===== src/sha_pkg.sv =====
// package for the sha-256 engine: item types, round constants, helper functions
// no dependencies
`default_nettype none
package sha_pkg;
   typedef struct packed {
      logic       kind;
      logic [7:0] data_byte;
   } req_type;

   typedef struct packed {
      logic [31:0] digest_word;
      logic [2:0]  word_index;
      logic        last_word;
   } rsp_type;

   localparam logic KIND_DATA   = 1'b0;
   localparam logic KIND_FINISH = 1'b1;

   // commands from controller to datapath
   typedef struct packed {
      logic       write_byte;   // store byte at write pointer
      logic [5:0] byte_addr;
      logic [7:0] byte_value;
      logic       load_sched;   // start compression: load w and working vars
      logic       round;        // run one round
      logic       fold;         // add working vars into hash
      logic       init_hash;    // back to initial values
      logic       shift_hash;   // rotate hash words for output
   } dp_cmd_type;

   typedef struct packed {
      logic [31:0] head_word;
   } dp_stat_type;

   localparam logic [31:0] INIT_HASH [8] = '{
      32'h6a09e667, 32'hbb67ae85, 32'h3c6ef372, 32'ha54ff53a,
      32'h510e527f, 32'h9b05688c, 32'h1f83d9ab, 32'h5be0cd19};

   localparam logic [31:0] ROUND_K [64] = '{
      32'h428a2f98, 32'h71374491, 32'hb5c0fbcf, 32'he9b5dba5,
      32'h3956c25b, 32'h59f111f1, 32'h923f82a4, 32'hab1c5ed5,
      32'hd807aa98, 32'h12835b01, 32'h243185be, 32'h550c7dc3,
      32'h72be5d74, 32'h80deb1fe, 32'h9bdc06a7, 32'hc19bf174,
      32'he49b69c1, 32'hefbe4786, 32'h0fc19dc6, 32'h240ca1cc,
      32'h2de92c6f, 32'h4a7484aa, 32'h5cb0a9dc, 32'h76f988da,
      32'h983e5152, 32'ha831c66d, 32'hb00327c8, 32'hbf597fc7,
      32'hc6e00bf3, 32'hd5a79147, 32'h06ca6351, 32'h14292967,
      32'h27b70a85, 32'h2e1b2138, 32'h4d2c6dfc, 32'h53380d13,
      32'h650a7354, 32'h766a0abb, 32'h81c2c92e, 32'h92722c85,
      32'ha2bfe8a1, 32'ha81a664b, 32'hc24b8b70, 32'hc76c51a3,
      32'hd192e819, 32'hd6990624, 32'hf40e3585, 32'h106aa070,
      32'h19a4c116, 32'h1e376c08, 32'h2748774c, 32'h34b0bcb5,
      32'h391c0cb3, 32'h4ed8aa4a, 32'h5b9cca4f, 32'h682e6ff3,
      32'h748f82ee, 32'h78a5636f, 32'h84c87814, 32'h8cc70208,
      32'h90befffa, 32'ha4506ceb, 32'hbef9a3f7, 32'hc67178f2};

   localparam logic [7:0] PAD_BYTE = 8'h80;
   localparam logic [5:0] LEN_POS  = 6'd56;

   function automatic logic [31:0] rotr(input logic [31:0] x, input int n);
      rotr = (x >> n) | (x << (32 - n));
   endfunction
endpackage
`default_nettype wire


===== src/sha256_hash_engine.sv =====
// sha-256 engine top level: controller plus datapath
// Usage:
//   req channel: one item per message byte (kind 0) or a finish item (kind 1).
//   rsp channel: eight items per finish, digest words 0..7, last_word on word 7.
//   A data item is written into the buffer; the 64th byte of a block starts a
//   compression (load, 64 rounds at one per cycle, fold), during which
//   req_stall is high. A finish item zero-fills the buffer and writes the
//   message length (one byte a cycle), compresses one or two blocks, then
//   presents the digest one word at a time. After the last word the ST_INIT
//   state returns the hash to its initial value and the next message can start.
//   rsp_stall holds the current word in place; no input is taken meanwhile.
//   Reset (synchronous, active high) clears control state and loads the
//   initial hash; the buffer is not cleared.
`default_nettype none
module sha256_hash_engine
   import sha_pkg::*;
(
   input  wire logic    clock,
   input  wire logic    reset,
   input  wire logic    req_valid,
   output logic         req_stall,
   input  wire req_type req_data,
   output logic         rsp_valid,
   input  wire logic    rsp_stall,
   output rsp_type      rsp_data
);
   dp_cmd_type  cmd;
   dp_stat_type stat;
   logic [5:0]  round_idx;

   sha_ctrl u_ctrl (
      .clock, .reset, .req_valid, .req_stall, .req_data,
      .rsp_valid, .rsp_stall, .rsp_data, .cmd, .round_idx, .stat
   );

   sha_datapath u_dp (
      .clock, .reset, .cmd, .round_idx, .stat
   );
endmodule
`default_nettype wire


===== src/sha_datapath.sv =====
// sha-256 datapath: block buffer, message schedule, round logic, hash words
// depends on sha_pkg
`default_nettype none
module sha_datapath
   import sha_pkg::*;
(
   input  wire logic        clock,
   input  wire logic        reset,
   input  wire dp_cmd_type  cmd,
   input  wire logic [5:0]  round_idx,
   output dp_stat_type      stat
);
   logic [31:0] blk_ff [16];
   logic [31:0] w_ff [16];
   logic [31:0] v_ff [8];
   logic [31:0] hash_ff [8];

   logic [31:0] e, a, big1, big0, choose, major, t1, t2, s0, s1, w_new, w_cur;

   always_comb begin
      w_cur  = w_ff[0];
      s0     = rotr(w_ff[1], 7) ^ rotr(w_ff[1], 18) ^ (w_ff[1] >> 3);
      s1     = rotr(w_ff[14], 17) ^ rotr(w_ff[14], 19) ^ (w_ff[14] >> 10);
      w_new  = s1 + w_ff[9] + s0 + w_ff[0];
      e      = v_ff[4];
      a      = v_ff[0];
      big1   = rotr(e, 6) ^ rotr(e, 11) ^ rotr(e, 25);
      choose = (e & v_ff[5]) ^ (~e & v_ff[6]);
      t1     = v_ff[7] + big1 + choose + ROUND_K[round_idx] + w_cur;
      big0   = rotr(a, 2) ^ rotr(a, 13) ^ rotr(a, 22);
      major  = (a & v_ff[1]) ^ (a & v_ff[2]) ^ (v_ff[1] & v_ff[2]);
      t2     = big0 + major;
   end

   // block held as sixteen words, byte 0 in the top lane of word 0
   always_ff @(posedge clock) begin
      if (cmd.write_byte) begin
         blk_ff[cmd.byte_addr[5:2]][8*(3 - cmd.byte_addr[1:0]) +: 8] <= cmd.byte_value;
      end
   end

   // sliding 16-word schedule window
   always_ff @(posedge clock) begin
      if (cmd.load_sched) begin
         for (int i = 0; i < 16; i++) begin
            w_ff[i] <= blk_ff[i];
         end
      end else if (cmd.round) begin
         for (int i = 0; i < 15; i++) begin
            w_ff[i] <= w_ff[i+1];
         end
         w_ff[15] <= w_new;
      end
   end

   always_ff @(posedge clock) begin
      if (cmd.load_sched) begin
         v_ff <= hash_ff;
      end else if (cmd.round) begin
         v_ff[7] <= v_ff[6];
         v_ff[6] <= v_ff[5];
         v_ff[5] <= v_ff[4];
         v_ff[4] <= v_ff[3] + t1;
         v_ff[3] <= v_ff[2];
         v_ff[2] <= v_ff[1];
         v_ff[1] <= v_ff[0];
         v_ff[0] <= t1 + t2;
      end
   end

   always_ff @(posedge clock) begin
      if (reset || cmd.init_hash) begin
         hash_ff <= INIT_HASH;
      end else if (cmd.fold) begin
         for (int i = 0; i < 8; i++) begin
            hash_ff[i] <= hash_ff[i] + v_ff[i];
         end
      end else if (cmd.shift_hash) begin
         for (int i = 0; i < 7; i++) begin
            hash_ff[i] <= hash_ff[i+1];
         end
         hash_ff[7] <= hash_ff[0];
      end
   end

   assign stat.head_word = hash_ff[0];
endmodule
`default_nettype wire


===== src/sha_ctrl.sv =====
// sha-256 controller: byte intake, padding, round sequencing, digest output
// depends on sha_pkg
`default_nettype none
module sha_ctrl
   import sha_pkg::*;
(
   input  wire logic        clock,
   input  wire logic        reset,
   input  wire logic        req_valid,
   output logic             req_stall,
   input  wire req_type     req_data,
   output logic             rsp_valid,
   input  wire logic        rsp_stall,
   output rsp_type          rsp_data,
   output dp_cmd_type       cmd,
   output logic [5:0]       round_idx,
   input  wire dp_stat_type stat
);
   typedef enum logic [6:0] {
      ST_IDLE  = 7'b0000001,
      ST_PAD   = 7'b0000010,
      ST_LOAD  = 7'b0000100,
      ST_ROUND = 7'b0001000,
      ST_FOLD  = 7'b0010000,
      ST_OUT   = 7'b0100000,
      ST_INIT  = 7'b1000000
   } state_type;

   state_type   state_ff, state_in;
   logic [5:0]  fill_ff, fill_in;
   logic [6:0]  pad_ff, pad_in;        // padding write pointer, bit 6 marks end of block
   logic [5:0]  rnd_ff, rnd_in;
   logic [63:0] bits_ff, bits_in;
   logic [63:0] total_ff, total_in;
   logic        fin_ff, fin_in;        // finishing a message
   logic        last_ff, last_in;      // this compression is the length block
   logic [2:0]  widx_ff, widx_in;
   logic        accept, out_take;
   logic [5:0]  pp;

   assign accept    = req_valid && !req_stall;
   assign req_stall = (state_ff != ST_IDLE);
   assign out_take  = rsp_valid && !rsp_stall;
   assign round_idx = rnd_ff;
   assign pp        = pad_ff[5:0];

   always_comb begin
      rsp_valid            = (state_ff == ST_OUT);
      rsp_data.digest_word = stat.head_word;
      rsp_data.word_index  = widx_ff;
      rsp_data.last_word   = (widx_ff == 3'd7);
   end

   always_comb begin
      state_in = state_ff;
      fill_in  = fill_ff;
      pad_in   = pad_ff;
      rnd_in   = rnd_ff;
      bits_in  = bits_ff;
      total_in = total_ff;
      fin_in   = fin_ff;
      last_in  = last_ff;
      widx_in  = widx_ff;
      cmd      = '0;
      unique case (state_ff)
         ST_IDLE: begin
            if (accept && req_data.kind == KIND_DATA) begin
               cmd.write_byte = 1'b1;
               cmd.byte_addr  = fill_ff;
               cmd.byte_value = req_data.data_byte;
               fill_in        = fill_ff + 6'd1;
               if (fill_ff == 6'd63) begin
                  bits_in  = bits_ff + 64'd512;
                  fin_in   = 1'b0;
                  state_in = ST_LOAD;
               end
            end else if (accept) begin
               cmd.write_byte = 1'b1;
               cmd.byte_addr  = fill_ff;
               cmd.byte_value = PAD_BYTE;
               total_in = bits_ff + {55'd0, fill_ff, 3'd0};
               pad_in   = {1'b0, fill_ff} + 7'd1;
               fin_in   = 1'b1;
               last_in  = 1'b0;
               state_in = ST_PAD;
            end
         end
         ST_PAD: begin
            // zero fill, then length bytes when this is the final block
            if (pad_ff[6]) begin
               pad_in   = 7'd0;
               state_in = ST_LOAD;
            end else if (!last_ff && pp == LEN_POS && pad_ff <= 7'd56) begin
               last_in = 1'b1;
            end else begin
               cmd.write_byte = 1'b1;
               cmd.byte_addr  = pp;
               cmd.byte_value = 8'd0;
               if (last_ff && pp >= LEN_POS) begin
                  cmd.byte_value = total_ff[63 - 8*(pp - LEN_POS) -: 8];
               end
               pad_in = pad_ff + 7'd1;
            end
         end
         ST_LOAD: begin
            cmd.load_sched = 1'b1;
            rnd_in   = 6'd0;
            state_in = ST_ROUND;
         end
         ST_ROUND: begin
            cmd.round = 1'b1;
            rnd_in    = rnd_ff + 6'd1;
            if (rnd_ff == 6'd63) begin
               state_in = ST_FOLD;
            end
         end
         ST_FOLD: begin
            cmd.fold = 1'b1;
            if (!fin_ff) begin
               state_in = ST_IDLE;
            end else if (last_ff) begin
               widx_in  = 3'd0;
               state_in = ST_OUT;
            end else begin
               // overflow block done, build the length block
               last_in  = 1'b1;
               pad_in   = 7'd0;
               state_in = ST_PAD;
            end
         end
         ST_OUT: begin
            if (out_take) begin
               cmd.shift_hash = 1'b1;
               widx_in        = widx_ff + 3'd1;
               if (widx_ff == 3'd7) begin
                  state_in = ST_INIT;
               end
            end
         end
         ST_INIT: begin
            cmd.init_hash = 1'b1;
            fill_in  = 6'd0;
            bits_in  = 64'd0;
            fin_in   = 1'b0;
            state_in = ST_IDLE;
         end
         default: state_in = ST_IDLE;
      endcase
   end

   always_ff @(posedge clock) begin
      if (reset) begin
         state_ff <= ST_IDLE;
         fill_ff  <= '0;
         bits_ff  <= '0;
         fin_ff   <= 1'b0;
         last_ff  <= 1'b0;
         widx_ff  <= '0;
         pad_ff   <= '0;
         rnd_ff   <= '0;
      end else begin
         state_ff <= state_in;
         fill_ff  <= fill_in;
         bits_ff  <= bits_in;
         fin_ff   <= fin_in;
         last_ff  <= last_in;
         widx_ff  <= widx_in;
         pad_ff   <= pad_in;
         rnd_ff   <= rnd_in;
      end
   end

   always_ff @(posedge clock) begin
      total_ff <= total_in;
   end
endmodule
`default_nettype wire


===== config.mk =====
export PLATFORM = sky130hd
export DESIGN_NAME = sha256_hash_engine
export DESIGN_NICKNAME = d
export VERILOG_FILES = /design/src/sha_pkg.sv /design/src/sha256_hash_engine.sv /design/src/sha_datapath.sv /design/src/sha_ctrl.sv
export SDC_FILE = /design/constraint.sdc
export NUM_CORES = 2
export LEC_CHECK = 0
export ABC_CLOCK_PERIOD_IN_PS = 17600
export BUFFER_PORTS_ARGS = -buffer_cell sky130_fd_sc_hd__buf_4
export CORE_MARGIN = 2
export CORE_UTILIZATION = 45
export DETAILED_ROUTE_END_ITERATION = 8
export HOLD_SLACK_MARGIN = 0.02
export PLACE_DENSITY = 0.61
export SYNTH_ARGS = -nofsm -noshare
export SYNTH_HDL_FRONTEND = slang
export SYNTH_HIERARCHICAL = 1
export SYNTH_SLANG_ARGS = --single-unit

===== constraint.sdc =====
create_clock -name clock -period 17.6 [get_ports clock]
set_input_delay 3.52 -clock clock [delete_from_list [all_inputs] [get_ports clock]]
set_output_delay 3.52 -clock clock [all_outputs]
set_load 0.01 [all_outputs]

======== After elaboration in Yosys (flattened, before gate mapping) ========
Memories as Yosys holds them, arrays and structs flattened.
Cells that the tools add are included.
word-level totals
  register bits after elaboration ......... 671
  RAM bits ................................ 1024
  ROM bits ................................ 2048
  input bits .............................. 13
  output and inout port bits .............. 38
  word-level logic and storage cells ...... 241
  memories kept ........................... 3
cells by class
  $add $sub $neg .......................... 29
  order comparisons ....................... 3
  equal/unequal tests ..................... 28
  shift operators ......................... 3
  muxes and demuxes ....................... 78
  bitwise gates (word level) .............. 46
  reductions and logical operators ........ 25
memory list
  name             depth  bits a word  rd ports  clocked after memory_dff  write ports  RTL line            RTL
  (no name shown)  64     32           1         0                         0            sha_datapath.sv:29  t1 = v_ff[7] + big1 + choose + ROUND_K[round_idx] + w_cur;
  u_dp.blk_ff      16     32           16        0                         1            sha_datapath.sv:13  logic [31:0] blk_ff [16];
  u_dp.w_ff        16     32           16        0                         16           sha_datapath.sv:14  logic [31:0] w_ff [16];
operators by type and width
  kind                                                                      count
  256-bit two-way mux                                                       4
  32-bit two-way mux                                                        19
  32-bit adder                                                              18
  32-bit XOR                                                                9
  32-bit AND                                                                5
  64-bit two-way mux                                                        2
  64-bit one-hot mux with 2 select lines                                    1
  7-bit two-way mux                                                         13
  71-bit by 33-bit variable part select with 8-bit output                   1
  64-bit by 10-bit adder with 64-bit output (second input constant)         1
  64-bit by 9-bit adder with 64-bit output                                  1
  15-bit two-way mux                                                        4
  7-bit one-hot mux with 6 select lines                                     1
  32-bit negator with 34-bit output                                         1
  8-bit by 34-bit variable shift with 32-bit output (first input constant)  1
  8-bit by 34-bit variable part select with 32-bit output                   1
  32-bit inverter                                                           1
  10-bit by 32-bit bitwise OR with 32-bit output                            1
  13-bit by 32-bit bitwise OR with 32-bit output                            1
  14-bit by 32-bit bitwise OR with 32-bit output                            1
  15-bit by 32-bit bitwise OR with 32-bit output                            1
  19-bit by 32-bit bitwise OR with 32-bit output                            1
  21-bit by 32-bit bitwise OR with 32-bit output                            1
  25-bit by 32-bit bitwise OR with 32-bit output                            1
  other kinds (53)                                                          122

======== Longest topological paths before layout ========
  word-level depth ........................ 11
  mapped depth ............................ 40
  gate-level depth less buffers ........... 38

======== Cells and area by module ========
The synthesis kept the hierarchy.
by module, submodules not included
  module        instances  cells each  area an instance (um^2)  sequential area each (um^2)
  sha_datapath  1          7167        86650.6                  43561.8
  sha_ctrl      1          784         7388.3                   3553.4

======== Least setup slack after synthesis ========
OpenSTA, ideal clock, no wires.
  path type ............................... flip-flop to flip-flop
  start point ............................. reg u_ctrl.state_ff[4]
  end point ............................... reg u_dp.v_ff (netlist bit u_dp/a[0]), enable pin
  library setup time ...................... 0.823 ns
  arrival time ............................ 11.720 ns
  required time ........................... 16.777 ns
  path slack .............................. 5.058 ns
  stages on the path, launching flop included .. 10
  path buffers ............................ 5
  period minus slack after synthesis ...... 12.542 ns
  cell sequence ........................... dfxtp_1 > or3_1 > clkbuf_1 > or4_1 > inv_1 > clkbuf_1 > clkbuf_1 > clkbuf_1 > clkbuf_1 > or2_2
RTL lines
  element                   RTL line            RTL
  start: declaration        sha_ctrl.sv:29      state_type state_ff, state_in;
  start signal: assignment  sha_ctrl.sv:162     state_ff <= state_in;
  end signal: assignment    sha_datapath.sv:58  v_ff <= hash_ff;
  end: declaration          sha_datapath.sv:15  logic [31:0] v_ff [8];

======== Final worst setup path ========
  start point ............................. reg u_ctrl.rnd_ff[2], in the netlist u_ctrl/round_idx[2]
  end point ............................... reg u_dp.v_ff (netlist bit u_dp/a[31]), data pin
between the ends
  longest elaborated chain between the ends .. 9
RTL lines
  element                                                 RTL line            RTL
  start: declaration                                      sha_ctrl.sv:32      logic [5:0] rnd_ff, rnd_in;
  start signal: assignment                                sha_ctrl.sv:169     rnd_ff <= rnd_in;
  6-bit inverter with 7-bit output (implied by the code)  sha_datapath.sv:29
  memory read 64 x 32 bit                                 n/a
  32-bit two-way mux (implied by the code) (2 in series)  sha_datapath.sv:29
  32-bit adder (2 in series)                              sha_datapath.sv:29
  32-bit adder                                            sha_datapath.sv:67  v_ff[0] <= t1 + t2;
  256-bit two-way mux                                     sha_datapath.sv:59  end else if (cmd.round) begin
  256-bit two-way mux                                     sha_datapath.sv:57  if (cmd.load_sched) begin
No other way between the ends. The select of a mux whose other input is x is not followed.
A chain may end at the register's enable or synchronous reset.

==> flow_summary.toml <==
[run_status]
status = "completed"

[floorplanning]
initial_core_util_pct = 45.32
dieHeight_um = 461.1
die-area_um2 = 212700
ios = 51
fp-row-count = 167
core_area_um2 = 207500
fp.dieW_um = 461.1

[clock_network]
ctsHoldBuffers = 0
clock_latency_ps = 860
clkTransAtPathRegs_ps = 60
cts.path.max_buffers = 3
cts.htree.levels = 4
clock_sinks = 1683
numCtsBuffers = 183
cts_resized = 0
postCtsSetupBuffers = 0
root_buffer = "clkbuf_16"
cts_tree = "built"

[place]
portBuffers = 50
gp_congestion = 0.9577
place_area_um2 = 96620
dp_hpwl_um = 209300
place_ws_ps = 7529
post-place-cells = 10380

[critical_path]
max_stage_delay_ps = 720
start_kind = "register"
crit_top_cell = "inv_1"
critPathKind = "reg2reg"
cp_max_fo = 67
cp-end-kind = "register"
critical_path_buf_inv_count = 8
required_ps = 18140
crit_path_top_delay_cell = "o21ai_0"
crit_family = "compound AO/OA/AOI/OAI gates"
critPathArrivalTime_ps = 10990

[global_route]
grtUsageMet1_pct = 35.13
use_met3_pct = 3.694
overflow = 0
grt_max_degree = 168
grt_pass1_wl_um = 422100
met2_usage_pct = 44.04
grt_pass1_vias = 62040
track_usage_pct = 26.80
busiest_layer = "met2"
antenna_found_initial = 2

[synthesis]
synth_top_area_cell = "edfxtp_1"
ys_types = 96
synth_cells = 7951
yosys.area_share.simple_pct = 7.858
synth-edff-count = 1341
synth_fa_ha_area_share_pct = 9.707
yosys_warnings = 6
ys_ff_latch = 1683
synth_top_family_by_area = "compound AO/OA/AOI/OAI gates"
postSynth.asyncResetShare_pct = 0
synth.most_common_cell = "edfxtp_1"
netlist_area_um2 = 94040
ys_top_cells_by_area = "edfxtp_1 43%, mux2_2 8.9%, dfxtp_1 7.3%"
syn_avg_cell_area_um2 = 11.83
synth_compound_area_share_pct = 12.24
netlist_top_cells_count = "1341 x edfxtp_1, 741 x mux2_2, 497 x nand2_1, 464 x a21oi_1, 416 x xnor2_1"
muxShareOfSynthArea_pct = 11.27
synth_top_flop_cell = "edfxtp_1"
synth_xor_area_share_pct = 5.370
seq_area_frac_synth_pct = 50.10
yosys.area.top_type_share_pct = 42.82
syn_nets = 8559

[drt]
wl_per_cell_um = 26.92
drc_errors = 0
ant_nets = 0
via_per_inst = 5.925
first_iter_violations = 5352
vias = 63580
wirelength_um = 288900
drtPass1Iterations = 7

[power]
swShare_pct = 35.72
p_switching_mw = 5.063
powerDensity_nw_per_um2 = 138.1
power_frac_clock_pct = 27.1
p_total_mw = 14.17
combPwrFrac_pct = 38.2
peakVddDrop_v = 0.0001305
sequentialPowerShare_pct = 34.7
p_int_mw = 9.108
power_leakage_nw = 35.36

[timing]
finalSetupViolations = 0
holdWs_ps = 454.3
finalHoldViolCount = 0
max_freq_mhz = 95.67
max_slew_margin_pct = 22.14
tightestPinTransition_ps = 1156
rsz0062_at_grt = "no"
slew_violations = 0
tns_ps = 0
skew_ps = 77.22
finalCritPeriodShare_pct = 59.39
min_period_ps = 10450
finalWorstSetupSlack_ps = 7148

[layout]
n_fill_cell = 18240
syn_to_final_growth_pct = 9.144
final_nets = 8389
stdcell_count = 10730
post_route_cells_drive_above_1_share_pct = 15.52
post-route-util_pct = 49.47
final_cell_area_um2 = 102600

[hold_path]
hold_class = "reg2reg"

[flow_run]
cap_violations = 0
==> power groups by stage <==
stage	Combinational [mW]	Sequential, mW	Clock, mW
floorplan	4.09	4.89	0
global placement	5.24	5.00	0
detailed placement	5.31	5.00	0
CTS	5.36	4.92	3.92
global route	5.98	4.93	4.07
finish	5.41	4.92	3.84
==> metal layers <==
layer	up-vias	share of wire (%)
li1	28990	-
met1	32160	42
met2	1959	47
met3	461	5.3
met4	0	5.1
met5	-	0
==> logic make-up after synthesis <==
group,Yosys count
AOI/OAI and AO/OA,1792
xor gates and xnor gates,575
adders and majority gates,617
buffers and inverters,798
DFF,1683
muxes,939
and+or+nand+nor,1547
==> worst reg2reg max path: cells and delay by family, from the launching register on <==
family	cells	cell delay, ps
flip-flops	1	310
adder cells (fa/ha/maj)	6	2240
AO/OA/AOI/OAI	15	4070
XOR/XNOR	2	580
buffers and inverters	8	1890
AND/OR/NAND/NOR	5	1080
==> placed cells by master (no fill, tap or decap), types with 59 or more instances in the layout <==
cell       netlist  final
edfxtp_1      1341   1341
mux2_2         741    741
nand2_1        497    496
a21oi_1        464    464
xnor2_1        416    416
o21ai_0        404    404
ha_1           400    400
nor2_1         367    364
dfxtp_1        342    338
inv_1          295    292
a21o_1         201    201
fa_1           195    195
clkbuf_16        0    186
a211oi_1       182    182
mux2i_1        176    176
xor2_1         158    158
nand3_1        142    142
buf_4           64    138
nor2b_1        101    100
o211ai_1        93     93
nor3_1          74     72
nand2b_1        66     66
and2_1          60     60
or3_1           59     59
==> final timing paths <==
kind	cells after the start	to	from	slack [ps]
max	36	u_dp/a[31]	u_ctrl/round_idx[2]	7150
min	0	u_ctrl/total_ff[63]	u_ctrl/bits_ff[63]	450
max reg2reg	36	u_dp/a[31]	u_ctrl/round_idx[2]	7150
min reg2reg	0	u_ctrl/total_ff[63]	u_ctrl/bits_ff[63]	450
==> sequential cells by signal, summed over array words and instances (netlist names), 55 cells and up <==
signal,count
u_dp/hash_ff,224
u_dp/v_ff,192
u_ctrl/bits_ff,55
u_dp/w_ff,512
u_ctrl/total_ff,61
u_dp/blk_ff,512
==> cell type report <==
class	count	area [µm²]	share of cell area [%]
Sequential cell	1683	47120	45.91
Multi-Input combinational cell	5470	43730	42.60
Clock buffer	239	4954	4.826
Tap cell	2788	3488	3.399
Inverter	300	1144	1.114
Timing Repair Buffer	143	1136	1.107
Clock inverter	104	1057	1.030
Antenna cell	4	10.01	0.009752
No activity file was read; power rests on OpenSTA's default activity.
